===== config.mk =====
export PLATFORM = sky130hd
export DESIGN_NAME = geohash_encoder
export DESIGN_NICKNAME = d
export VERILOG_FILES = /design/src/sv/geo_pkg.sv /design/src/sv/geo_ctrl.sv /design/src/sv/geo_dp.sv /design/src/sv/geohash_encoder.sv
export SDC_FILE = /design/constraint.sdc
export NUM_CORES = 1
export LEC_CHECK = 0
export ABC_AREA = 1
export BUFFER_PORTS_ARGS = -buffer_cell sky130_fd_sc_hd__buf_4
export CORE_ASPECT_RATIO = 0.8
export CORE_MARGIN = 1
export CORE_UTILIZATION = 40
export DETAILED_ROUTE_END_ITERATION = 10
export SYNTH_ARGS = -nofsm -noshare
export SYNTH_HDL_FRONTEND = slang
export SYNTH_SLANG_ARGS = --single-unit

===== constraint.sdc =====
create_clock -name clk -period 6.8 [get_ports clk]
set_input_delay 1.36 -clock clk [delete_from_list [all_inputs] [get_ports clk]]
set_output_delay 1.36 -clock clk [all_outputs]
set_load 0.05 [all_outputs]

===== src/sv/geo_pkg.sv =====
// ----------------------------------------------------------------------------
// geo_pkg
// Shared types, constants and the base-32 character table for the geohash
// encoder.
// ----------------------------------------------------------------------------
package geo_pkg;

  localparam int MAX_CHARS     = 16;
  localparam int FRACTION_BITS = 40;

  localparam int COORD_W = 49;
  localparam int PREC_W  = 8;
  localparam int CHAR_W  = 7;
  localparam int CNT_W   = (MAX_CHARS > 1) ? $clog2(MAX_CHARS) : 1;

  localparam int BITS_PER_CHAR = 5;
  localparam int BIT_CNT_W     = 3;
  localparam int IDX_W         = BITS_PER_CHAR;

  localparam logic [BIT_CNT_W-1:0] LAST_BIT = BIT_CNT_W'(BITS_PER_CHAR - 1);

  // Half-ranges and full interval widths in fixed point.
  localparam logic [63:0] LAT_HALF64 = 64'd90 << FRACTION_BITS;
  localparam logic [63:0] LON_HALF64 = 64'd180 << FRACTION_BITS;
  localparam logic [63:0] W_LAT64    = 64'd180 << FRACTION_BITS;
  localparam logic [63:0] W_LON64    = 64'd360 << FRACTION_BITS;

  localparam logic signed [COORD_W-1:0] LAT_HI = LAT_HALF64[COORD_W-1:0];
  localparam logic signed [COORD_W-1:0] LAT_LO = -LAT_HI;
  localparam logic signed [COORD_W-1:0] LON_HI = LON_HALF64[COORD_W-1:0];
  localparam logic signed [COORD_W-1:0] LON_LO = -LON_HI;

  localparam logic [COORD_W-1:0] W_LAT = W_LAT64[COORD_W-1:0];
  localparam logic [COORD_W-1:0] W_LON = W_LON64[COORD_W-1:0];

  localparam logic [PREC_W-1:0] PREC_MAX = PREC_W'(MAX_CHARS);

  localparam logic [CHAR_W-1:0] ERR_CHAR = '0;

  // geohash base-32 alphabet, ASCII codes
  localparam logic [CHAR_W-1:0] ALPHABET [32] = '{
    7'h30, 7'h31, 7'h32, 7'h33, 7'h34, 7'h35, 7'h36, 7'h37,
    7'h38, 7'h39, 7'h62, 7'h63, 7'h64, 7'h65, 7'h66, 7'h67,
    7'h68, 7'h6a, 7'h6b, 7'h6d, 7'h6e, 7'h70, 7'h71, 7'h72,
    7'h73, 7'h74, 7'h75, 7'h76, 7'h77, 7'h78, 7'h79, 7'h7a
  };

  typedef enum logic [1:0] {
    ST_IDLE,
    ST_CHECK,
    ST_BITS
  } geo_state_t;

  // controller -> datapath
  typedef struct packed {
    logic load;       // capture input beat
    logic init;       // offset coordinates, start bisection
    logic step;       // one bisection bit
    logic push_char;  // write character into output register
    logic push_err;   // write error result into output register
    logic last;       // last flag for push_char
  } geo_cmd_t;

  // datapath -> controller
  typedef struct packed {
    logic             in_ok;    // precision and coordinates in range
    logic             out_free; // output register can take a beat
    logic [CNT_W-1:0] last_idx; // precision - 1
  } geo_sts_t;

endpackage


===== src/sv/geo_ctrl.sv =====
// ----------------------------------------------------------------------------
// geo_ctrl
// Sequencer for the geohash encoder: input handshake, range decision,
// bit and character counting.
// ----------------------------------------------------------------------------
module geo_ctrl import geo_pkg::*; (
  input  logic     clk,
  input  logic     rst_n,
  input  logic     in_valid,
  output logic     in_stall,
  input  geo_sts_t sts,
  output geo_cmd_t cmd
);

  geo_state_t           state_r, state_nxt;
  logic [BIT_CNT_W-1:0] bit_cnt_r, bit_cnt_nxt;
  logic [CNT_W-1:0]     char_cnt_r, char_cnt_nxt;
  logic                 is_last;

  always_ff @(posedge clk) begin
    if (!rst_n) begin
      state_r    <= ST_IDLE;
      bit_cnt_r  <= '0;
      char_cnt_r <= '0;
    end else begin
      state_r    <= state_nxt;
      bit_cnt_r  <= bit_cnt_nxt;
      char_cnt_r <= char_cnt_nxt;
    end
  end

  assign is_last = (char_cnt_r == sts.last_idx);

  always_comb begin
    state_nxt    = state_r;
    bit_cnt_nxt  = bit_cnt_r;
    char_cnt_nxt = char_cnt_r;
    cmd          = '0;
    in_stall     = 1'b1;
    case (state_r)
      ST_IDLE: begin
        in_stall = 1'b0;
        if (in_valid) begin
          cmd.load  = 1'b1;
          state_nxt = ST_CHECK;
        end
      end
      ST_CHECK: begin
        if (!sts.in_ok) begin
          if (sts.out_free) begin
            cmd.push_err = 1'b1;
            state_nxt    = ST_IDLE;
          end
        end else begin
          cmd.init     = 1'b1;
          bit_cnt_nxt  = '0;
          char_cnt_nxt = '0;
          state_nxt    = ST_BITS;
        end
      end
      ST_BITS: begin
        if (bit_cnt_r != LAST_BIT) begin
          cmd.step    = 1'b1;
          bit_cnt_nxt = bit_cnt_r + 1'b1;
        end else if (sts.out_free) begin
          cmd.step      = 1'b1;
          cmd.push_char = 1'b1;
          cmd.last      = is_last;
          bit_cnt_nxt   = '0;
          char_cnt_nxt  = char_cnt_r + 1'b1;
          if (is_last) begin
            state_nxt = ST_IDLE;
          end
        end
      end
      default: begin
        state_nxt = ST_IDLE;
      end
    endcase
  end

  a_last_ends_item: assert property (@(posedge clk) disable iff (!rst_n)
    cmd.push_char && cmd.last |=> state_r == ST_IDLE)
    else $error("last character did not return controller to idle");

  a_char_on_fifth_bit: assert property (@(posedge clk) disable iff (!rst_n)
    cmd.push_char |-> bit_cnt_r == LAST_BIT && cmd.step)
    else $error("character pushed before five bits were made");

  a_check_follows_load: assert property (@(posedge clk) disable iff (!rst_n)
    cmd.load |=> state_r == ST_CHECK)
    else $error("input load not followed by range check");

endmodule


===== src/sv/geo_dp.sv =====
// ----------------------------------------------------------------------------
// geo_dp
// Datapath for the geohash encoder: input registers, range check, shared
// bisection step (restoring division bit) and the output register.
// ----------------------------------------------------------------------------
module geo_dp import geo_pkg::*; (
  input  logic                      clk,
  input  logic                      rst_n,
  input  logic signed [COORD_W-1:0] in_latitude,
  input  logic signed [COORD_W-1:0] in_longitude,
  input  logic [PREC_W-1:0]         in_precision,
  input  geo_cmd_t                  cmd,
  output geo_sts_t                  sts,
  output logic                      out_valid,
  input  logic                      out_stall,
  output logic [CHAR_W-1:0]         out_char_code,
  output logic                      out_last,
  output logic                      out_error
);

  logic signed [COORD_W-1:0] lat_r, lon_r;
  logic [PREC_W-1:0]         prec_r;
  logic [COORD_W-1:0]        r_lat_r, r_lon_r;
  logic                      is_lon_r;
  logic [IDX_W-2:0]          idx_r;

  logic                      out_valid_r;
  logic [CHAR_W-1:0]         out_char_r;
  logic                      out_last_r;
  logic                      out_err_r;

  logic                      lat_ok, lon_ok, prec_ok;
  logic [COORD_W-1:0]        rem_sel, wid_sel, rem_new;
  logic [COORD_W:0]          rem_dbl;
  logic [COORD_W+1:0]        diff;
  logic                      bit_val;
  logic [IDX_W-1:0]          idx_full;
  logic [PREC_W-1:0]         prec_m1;

  // range check, bounds inclusive
  assign lat_ok  = (lat_r >= LAT_LO) && (lat_r <= LAT_HI);
  assign lon_ok  = (lon_r >= LON_LO) && (lon_r <= LON_HI);
  assign prec_ok = (prec_r != '0) && (prec_r <= PREC_MAX);
  assign prec_m1 = prec_r - 1'b1;

  assign sts.in_ok    = lat_ok && lon_ok && prec_ok;
  assign sts.out_free = !out_valid_r || !out_stall;
  assign sts.last_idx = prec_m1[CNT_W-1:0];

  // one restoring-division step on the selected coordinate
  assign rem_sel  = is_lon_r ? r_lon_r : r_lat_r;
  assign wid_sel  = is_lon_r ? W_LON : W_LAT;
  assign rem_dbl  = {rem_sel, 1'b0};
  assign diff     = {1'b0, rem_dbl} - {2'b00, wid_sel};
  assign bit_val  = !diff[COORD_W+1];
  assign rem_new  = bit_val ? diff[COORD_W-1:0] : rem_dbl[COORD_W-1:0];
  assign idx_full = {idx_r, bit_val};

  always_ff @(posedge clk) begin
    if (cmd.load) begin
      lat_r  <= in_latitude;
      lon_r  <= in_longitude;
      prec_r <= in_precision;
    end
    if (cmd.init) begin
      r_lat_r  <= $unsigned(lat_r + LAT_HI);
      r_lon_r  <= $unsigned(lon_r + LON_HI);
      is_lon_r <= 1'b1;
    end else if (cmd.step) begin
      if (is_lon_r) begin
        r_lon_r <= rem_new;
      end else begin
        r_lat_r <= rem_new;
      end
      is_lon_r <= !is_lon_r;
      idx_r    <= idx_full[IDX_W-2:0];
    end
  end

  always_ff @(posedge clk) begin
    if (!rst_n) begin
      out_valid_r <= 1'b0;
    end else if (cmd.push_char || cmd.push_err) begin
      out_valid_r <= 1'b1;
    end else if (!out_stall) begin
      out_valid_r <= 1'b0;
    end
  end

  always_ff @(posedge clk) begin
    if (cmd.push_char) begin
      out_char_r <= ALPHABET[idx_full];
      out_last_r <= cmd.last;
      out_err_r  <= 1'b0;
    end else if (cmd.push_err) begin
      out_char_r <= ERR_CHAR;
      out_last_r <= 1'b1;
      out_err_r  <= 1'b1;
    end
  end

  assign out_valid     = out_valid_r;
  assign out_char_code = out_char_r;
  assign out_last      = out_last_r;
  assign out_error     = out_err_r;

  a_no_overwrite: assert property (@(posedge clk) disable iff (!rst_n)
    (cmd.push_char || cmd.push_err) |-> (!out_valid_r || !out_stall))
    else $error("output register overwritten while stalled");

  a_rem_bounded: assert property (@(posedge clk) disable iff (!rst_n)
    cmd.init && sts.in_ok |=> (r_lat_r <= W_LAT) && (r_lon_r <= W_LON))
    else $error("offset coordinate outside interval width");

endmodule


===== src/sv/geohash_encoder.sv =====
// ----------------------------------------------------------------------------
// geohash_encoder
// Geohash base-32 encoder: latitude/longitude in signed fixed point
// (40 fraction bits) to 1..16 geohash characters, one beat per character.
// ----------------------------------------------------------------------------
//
//  channel | handshake                  | payload
//  --------+----------------------------+-------------------------------------
//  in      | in_valid / in_stall (out)  | in_latitude, in_longitude (s49),
//          |                            | in_precision (u8)
//  out     | out_valid / out_stall (in) | out_char_code (u7), out_last,
//          |                            | out_error
//
//  An item is handled in order: the beat is taken, then the range is checked,
//  then the bisection makes one bit per cycle through the single shared
//  compare/subtract unit when the output is not stalled.
//  A rejected item yields one error beat.
//  Synchronous active-low reset clears the sequencer and the output valid.
//  A stalled output holds the finished character; bisection pauses on the
//  fifth bit of the next character until the output register frees up.
//  The next item is taken as soon as the last character is in the output
//  register, even while that beat is still stalled.
// ----------------------------------------------------------------------------
module geohash_encoder import geo_pkg::*; (
  input  logic                      clk,
  input  logic                      rst_n,
  // input channel
  input  logic                      in_valid,
  output logic                      in_stall,
  input  logic signed [COORD_W-1:0] in_latitude,
  input  logic signed [COORD_W-1:0] in_longitude,
  input  logic [PREC_W-1:0]         in_precision,
  // result channel
  output logic                      out_valid,
  input  logic                      out_stall,
  output logic [CHAR_W-1:0]         out_char_code,
  output logic                      out_last,
  output logic                      out_error
);

  geo_cmd_t cmd;
  geo_sts_t sts;

  // sequencer: handshake, counters, decisions
  geo_ctrl u_ctrl (
    .clk      (clk),
    .rst_n    (rst_n),
    .in_valid (in_valid),
    .in_stall (in_stall),
    .sts      (sts),
    .cmd      (cmd)
  );

  // datapath: coordinates, bisection remainders, output register
  geo_dp u_dp (
    .clk           (clk),
    .rst_n         (rst_n),
    .in_latitude   (in_latitude),
    .in_longitude  (in_longitude),
    .in_precision  (in_precision),
    .cmd           (cmd),
    .sts           (sts),
    .out_valid     (out_valid),
    .out_stall     (out_stall),
    .out_char_code (out_char_code),
    .out_last      (out_last),
    .out_error     (out_error)
  );

endmodule

Yosys cells after proc, flatten, opt, wreduce, memory -nomap -nowiden

Memory sizes are Yosys's and may differ from the RTL's.
Index checks and enable logic that the tools add are counted.

Add/subtract/negate cells: 6
Magnitude comparators: 6
Equal/unequal tests: 13
Multiplexer cells: 47
Bitwise gates (word level): 2
Reductions and logical operators: 23

Operators by type and width:

| operator                                                             | number |
|---|---|
| two-way mux 49 bit                                                   | 9 |
| subtractor 50 x 49 -> 51 bit                                         | 1 |
| adder 49 x 48 -> 49 bit (second input constant)                      | 1 |
| adder 49 bit (second input constant)                                 | 1 |
| greater-or-equal comparator 49 x 48 -> 1 bit (second input constant) | 1 |
| greater-or-equal comparator 49 bit (second input constant)           | 1 |
| less-or-equal comparator 49 x 48 -> 1 bit (second input constant)    | 1 |
| less-or-equal comparator 49 bit (second input constant)              | 1 |
| two-way mux 7 bit                                                    | 4 |
| two-way mux 1 bit                                                    | 17 |
| two-way mux 2 bit                                                    | 8 |
| two-way mux 4 bit                                                    | 3 |
| two-way mux 3 bit                                                    | 3 |
| less-or-equal comparator 8 x 5 -> 1 bit (second input constant)      | 1 |
| != test 2 bit (second input constant)                                | 4 |
| case mux 4 bit (2 select lines)                                      | 1 |
| nonzero test 2 bit                                                   | 4 |
| nonzero test 8 bit                                                   | 1 |
| greater-or-equal comparator 6 bit (second input constant)            | 1 |
| != test 2 x 1 -> 1 bit (second input constant)                       | 3 |
| != test 3 x 2 -> 1 bit (second input constant)                       | 2 |
| NOT 5 -> 6 bit                                                       | 1 |
| case mux 2 bit (3 select lines)                                      | 1 |
| case mux 3 bit (2 select lines)                                      | 1 |
| 16 further kinds                                                     | 26 |

Register bits after elaboration: 228
Memory bits (read-only): 224
Input port bits: 110
Output and inout port bits: 11
Word-level logic and storage cells: 112
Memories: 1

Memory list:

| memory          | words | bits a word | read ports | clocked after memory_dff | write ports | line         | source |
|---|---|---|---|---|---|---|---|
| (no name shown) | 32    | 7           | 1          | 0                        | 0           | geo_dp.sv:92 | `out_char_r <= ALPHABET[idx_full];` |

Depth between registers and ports, before layout

Depth in word-level cells: 8
Depth in mapped cells: 18

Cells and area by module

Synthesis repeated with hierarchy kept, for this count alone.

Cells, all modules: 940
Area, all modules: 10110.9 µm²

By module, submodules not included:

| module   | times used | cells each | area each (µm²) |
|---|---|---|---|
| geo_dp   | 1          | 834        | 9472.8 |
| geo_ctrl | 1          | 106        | 638.1 |

Worst setup path before layout

Ideal clock, no wire load.

Kind: input port to flip-flop
Start point: input out_stall
End point: register u_dp.r_lon_r[0] (enable)
Library setup time: 0.523 ns
Arrival time: 5.276 ns
Data required time: 6.277 ns
Path slack: 1.001 ns
Stages: 5
Buffers on the path: 0
Cells stage by stage: nand2_1 -> inv_1 -> a21oi_1 -> inv_1 -> o21ai_0

Cells in the longest elaborated chain, start to end: 7

Ends and longest elaborated chain:

| item                                 | line                  | source |
|---|---|---|
| start, declared                      | geohash_encoder.sv:35 | `input logic out_stall,` |
| logical NOT 1 bit                    | geo_dp.sv:47          | `assign sts.out_free = !out_valid_r \|\| !out_stall;` |
| logical OR 1 bit                     | geo_dp.sv:47          |  |
| two-way mux 2 bit                    | geo_ctrl.sv:65        | `end else if (sts.out_free) begin` |
| two-way mux 1 bit                    | geo_ctrl.sv:62        | `if (bit_cnt_r != LAST_BIT) begin` |
| two-way mux 2 bit                    | geo_ctrl.sv:40        | `case (state_r)` |
| nonzero test 2 bit (no source line)  | -                     |  |
| AND reduction 2 bit (no source line) | -                     |  |
| end signal, assigned                 | geo_dp.sv:67          | `r_lon_r <= $unsigned(lon_r + LON_HI);` |
| end signal, assigned                 | geo_dp.sv:71          | `r_lon_r <= rem_new;` |
| end, declared                        | geo_dp.sv:23          | `logic [COORD_W-1:0] r_lat_r, r_lon_r;` |

Every way passes these cells.
A chain may end at the register's enable or synchronous reset.

Worst setup path in the final report

Start point: register u_dp.lat_r[39]
End point: register u_dp.r_lon_r[32] (enable)

Cells in the longest elaborated chain, start to end: 8

Ends and longest elaborated chain:

| item                                                                                                      | line           | source |
|---|---|---|
| start, declared                                                                                           | geo_dp.sv:21   | `logic signed [COORD_W-1:0] lat_r, lon_r;` |
| start signal, assigned                                                                                    | geo_dp.sv:61   | `lat_r <= in_latitude;` |
| greater-or-equal comparator 49 x 48 -> 1 bit or less-or-equal comparator 49 x 48 -> 1 bit (tied branches) | geo_dp.sv:41   | `assign lat_ok = (lat_r >= LAT_LO) && (lat_r <= LAT_HI);` |
| logical AND 1 bit *                                                                                       | geo_dp.sv:41   |  |
| logical AND 1 bit * (2 in a row)                                                                          | geo_dp.sv:46   | `assign sts.in_ok = lat_ok && lon_ok && prec_ok;` |
| two-way mux 1 bit *                                                                                       | geo_ctrl.sv:49 | `if (!sts.in_ok) begin` |
| two-way mux 1 bit *                                                                                       | geo_ctrl.sv:40 |  |
| nonzero test 2 bit (no source line)                                                                       | -              |  |
| AND reduction 2 bit (no source line) *                                                                    | -              |  |

Every way passes the cells marked *; elsewhere a longest branch is shown, timed or not.

==> flow_metrics.py <==
metrics = {
    "layout": {
        "design_area_sq_um": 12400,
        "nNetsFinal": 1275,
        "drive_above_1_share": 0.201,
        "final-seq-area_sq_um": 6730,
        "final_common_cell": "nand2_1",
        "most-common-layout-cells": "nand2_1, edfxtp_1, buf_4",
        "area_growth_pct": 19.2,
        "fill_cells": 2330,
        "multi_input_area_sq_um": 3190,
        "diodes": 0,
    },
    "floorplan": {
        "die_area_sq_um": 26700,
        "ioPinCount": 121,
        "rows": 52,
        "die_h_um": 146,
        "initial_utilization": 0.410,
        "chipWidth_um": 183,
        "fp.coreArea_sq_um": 25400,
    },
    "clock_tree": {
        "cts_sinks": 228,
        "cts_tree": "done",
        "cts_setup_buffers": 0,
        "numCtsBuffers": 25,
        "h-tree-depth": 1,
        "holdBufCountCts": 0,
        "cts-root-buf": "clkbuf_16",
        "insertion_delay_ns": 0.52,
        "clk_pin_slew_worst_paths_ns": 0.06,
        "cts_resized": 0,
        "clock_path_buffers": 3,
    },
    "yosys": {
        "synth.largest_area_cell": "edfxtp_1",
        "syn_area_per_cell_sq_um": 10.2,
        "synth_nets": 1151,
        "synth.top_cell.area_share": 0.622,
        "syn_area_sq_um": 10400,
        "yosysSeqAreaShare": 0.645,
        "syn_inst": 1020,
        "ys_types": 34,
        "ys_top_cells_by_area": "edfxtp_1, nand2_1, nor2_1, nand2_2, inv_1",
        "yosys_warnings": 0,
        "ys_ff_latch": 228,
    },
    "placement": {
        "hpwl_mm": 14.8,
        "routabilityCongestion": 0.800,
        "numPortBuffers": 120,
        "post_dp_cell_area_sq_um": 11600,
    },
    "drt": {
        "route.detailed.drc": 0,
        "totalWireLength_mm": 21.6,
        "vias": 7058,
        "ant_nets": 0,
        "drt-wirelength-per-cell_um": 14.3,
        "drt_first_iter_violations": 499,
        "drt_pass1_iterations": 6,
        "vias_per_cell": 4.66,
    },
    "worst_setup_path": {
        "path_class": "flop to flop",
        "crit_path_end_kind": "flop",
        "crit_arrival_ns": 3.84,
        "r2r_start": "u_dp.lat_r[39]",
        "required_ns": 6.97,
        "crit_path_max_fanout": 55,
        "worst_setup_path_start_kind": "flop",
        "worstSetupStartpoint": "u_dp.lat_r[39]",
    },
    "sta": {
        "min_period_over_period": 0.539,
        "layout_min_cycle_time_ns": 3.67,
        "tightest_slew_ns": 1.03,
        "maxSlewHeadroom": 0.311,
        "max_freq_mhz": 273,
        "skew_ns": 0.0128,
        "tns_ns": 0,
        "finalMaxSlewViolations": 0,
        "hold_violations": 0,
        "holdWs_ns": 0.453,
        "setup_viol": 0,
        "rsz0062_at_grt": "false",
    },
    "power_and_ir_drop": {
        "p_switching_mw": 1.78,
        "leakage_nw": 5.21,
        "p_per_area_nw_per_um2": 416,
        "vdd_drop_max_mv": 0.225,
        "switching_share": 0.344,
        "pwr-share-comb": 0.308,
        "pwr-share-seq": 0.429,
        "power_mw": 5.17,
        "intPower_mw": 3.39,
        "pwr-share-clk": 0.263,
    },
    "grt": {
        "first_global_vias": 6890,
        "grt_max_degree": 56,
        "overflow": 0,
        "antenna_found_initial": 0,
        "grt_pass1_wl_mm": 35.3,
        "track_usage": 0.166,
    },
    "job": {
        "maxCapViolCount": 0,
    },
    "min_path": {
        "hp-class": "flop to flop",
        "hp-start": "u_dp.out_error",
    },
    "run_status": {
        "status": "finished clean",
    },
}
[per-stage QoR]
stage	std cells	utilization	setup WS [ns]
after floorplan	1020	-	1.00
after global placement	1468	0.456	3.16
after detailed placement	1468	0.456	3.13
after CTS	1513	0.489	3.12
after global routing	1513	0.489	2.79
final	1513	0.489	3.13
[logic make-up (layout without fill, tap and decap cells)]
| kind of cell | Yosys count | in the layout | share of synthesized area |
|---|---|---|---|
| buffers and inverters | 108 | 250 | 0.0510 |
| AND/OR/NAND/NOR | 569 | 569 | 0.226 |
| flip-flops | 228 | 228 | 0.645 |
| AO/OA/AOI/OAI | 82 | 82 | 0.0427 |
| XOR/XNOR | 12 | 12 | 0.0101 |
| adder cells (fa/ha/maj) | 21 | 21 | 0.0252 |
[layout make-up]
cell class	count	area share
Clock buffer	31	0.0521
Clock inverter	14	0.0139
Inverter	79	0.0242
Multi-Input combinational cell	684	0.257
Sequential cell	228	0.541
Tap cell	351	0.0353
Timing Repair Buffer	126	0.0761
[critical path: stages (launching register included)]
cell and delay (ns):
edfxtp_1 0.45, nor2_1 0.13, nand2_1 0.10, nor2_1 0.11, nand2_1 0.19, nor2_1 0.15
nand2_1 0.06, nand2_1 0.10, nand2_1 0.10, inv_2 0.08, nand3_2 0.41, buf_4 0.52
o21ai_4 0.40, buf_4 0.50
[flip-flops by register name (all words and copies together) (netlist names)]
register and count:
u_ctrl.bit_cnt_r 3, u_ctrl.char_cnt_r 4, u_ctrl.state_r 2, u_dp.idx_r 4, u_dp.is_lon_r 1, u_dp.lat_r 49, u_dp.lon_r 49, u_dp.out_char_code 7
u_dp.out_error 1, u_dp.out_last 1, u_dp.out_valid 1, u_dp.prec_r 8, u_dp.r_lat_r 49, u_dp.r_lon_r 49
[worst paths after layout]
path / to / slack [ns] / depth (start not counted)
max: u_dp.r_lon_r[32] / 3.13 / 13
min: u_dp.out_error / 0.45 / 2
max reg2reg: u_dp.r_lon_r[32] / 3.13 / 13
min reg2reg: u_dp.out_error / 0.45 / 2
[power by group through the flow]
| stage | Combinational (mW) | Sequential [mW] | Clock, mW |
|---|---|---|---|
| after floorplan | 1.11 | 2.30 | 0 |
| after CTS | 1.61 | 2.22 | 1.39 |
| final | 1.59 | 2.22 | 1.36 |
| after global routing | 1.84 | 2.25 | 1.45 |
| after global placement | 1.58 | 2.24 | 0 |
| after detailed placement | 1.60 | 2.25 | 0 |
[cell usage after synthesis]
cell       instances
buf_1              7
o2111ai_1          1
o21ai_1           21
dfxtp_1           12
nor3b_1            1
nand4_1            6
buf_6              2
buf_4              1
and2_1             1
xnor2_1            3
nand2_1          382
ha_1              21
o211ai_1           7
nor3_1             8
buf_2              8
or2_1              1
edfxtp_1         216
nor2_1            87
xor2_1             9
inv_2              8
a31oi_1            3
o21ai_0           25
buf_12             6
inv_1             71
nand3_1           22
nor2_2             2
a22oi_1            1
nor2_4             1
o21bai_1           3
a21oi_1           21
nand3_2            1
clkbuf_1           5
nand2_2           52
or2_2              5
[per-layer routing]
| layer | track usage | wire, um |
|---|---|---|
| met3 | 0.0342 | 1250 |
| met4 | 0.0366 | 342 |
| met5 | 0 | 0 |
| met1 | 0.237 | 10600 |
| met2 | 0.261 | 9470 |
(Power assumes the default switching activity.)
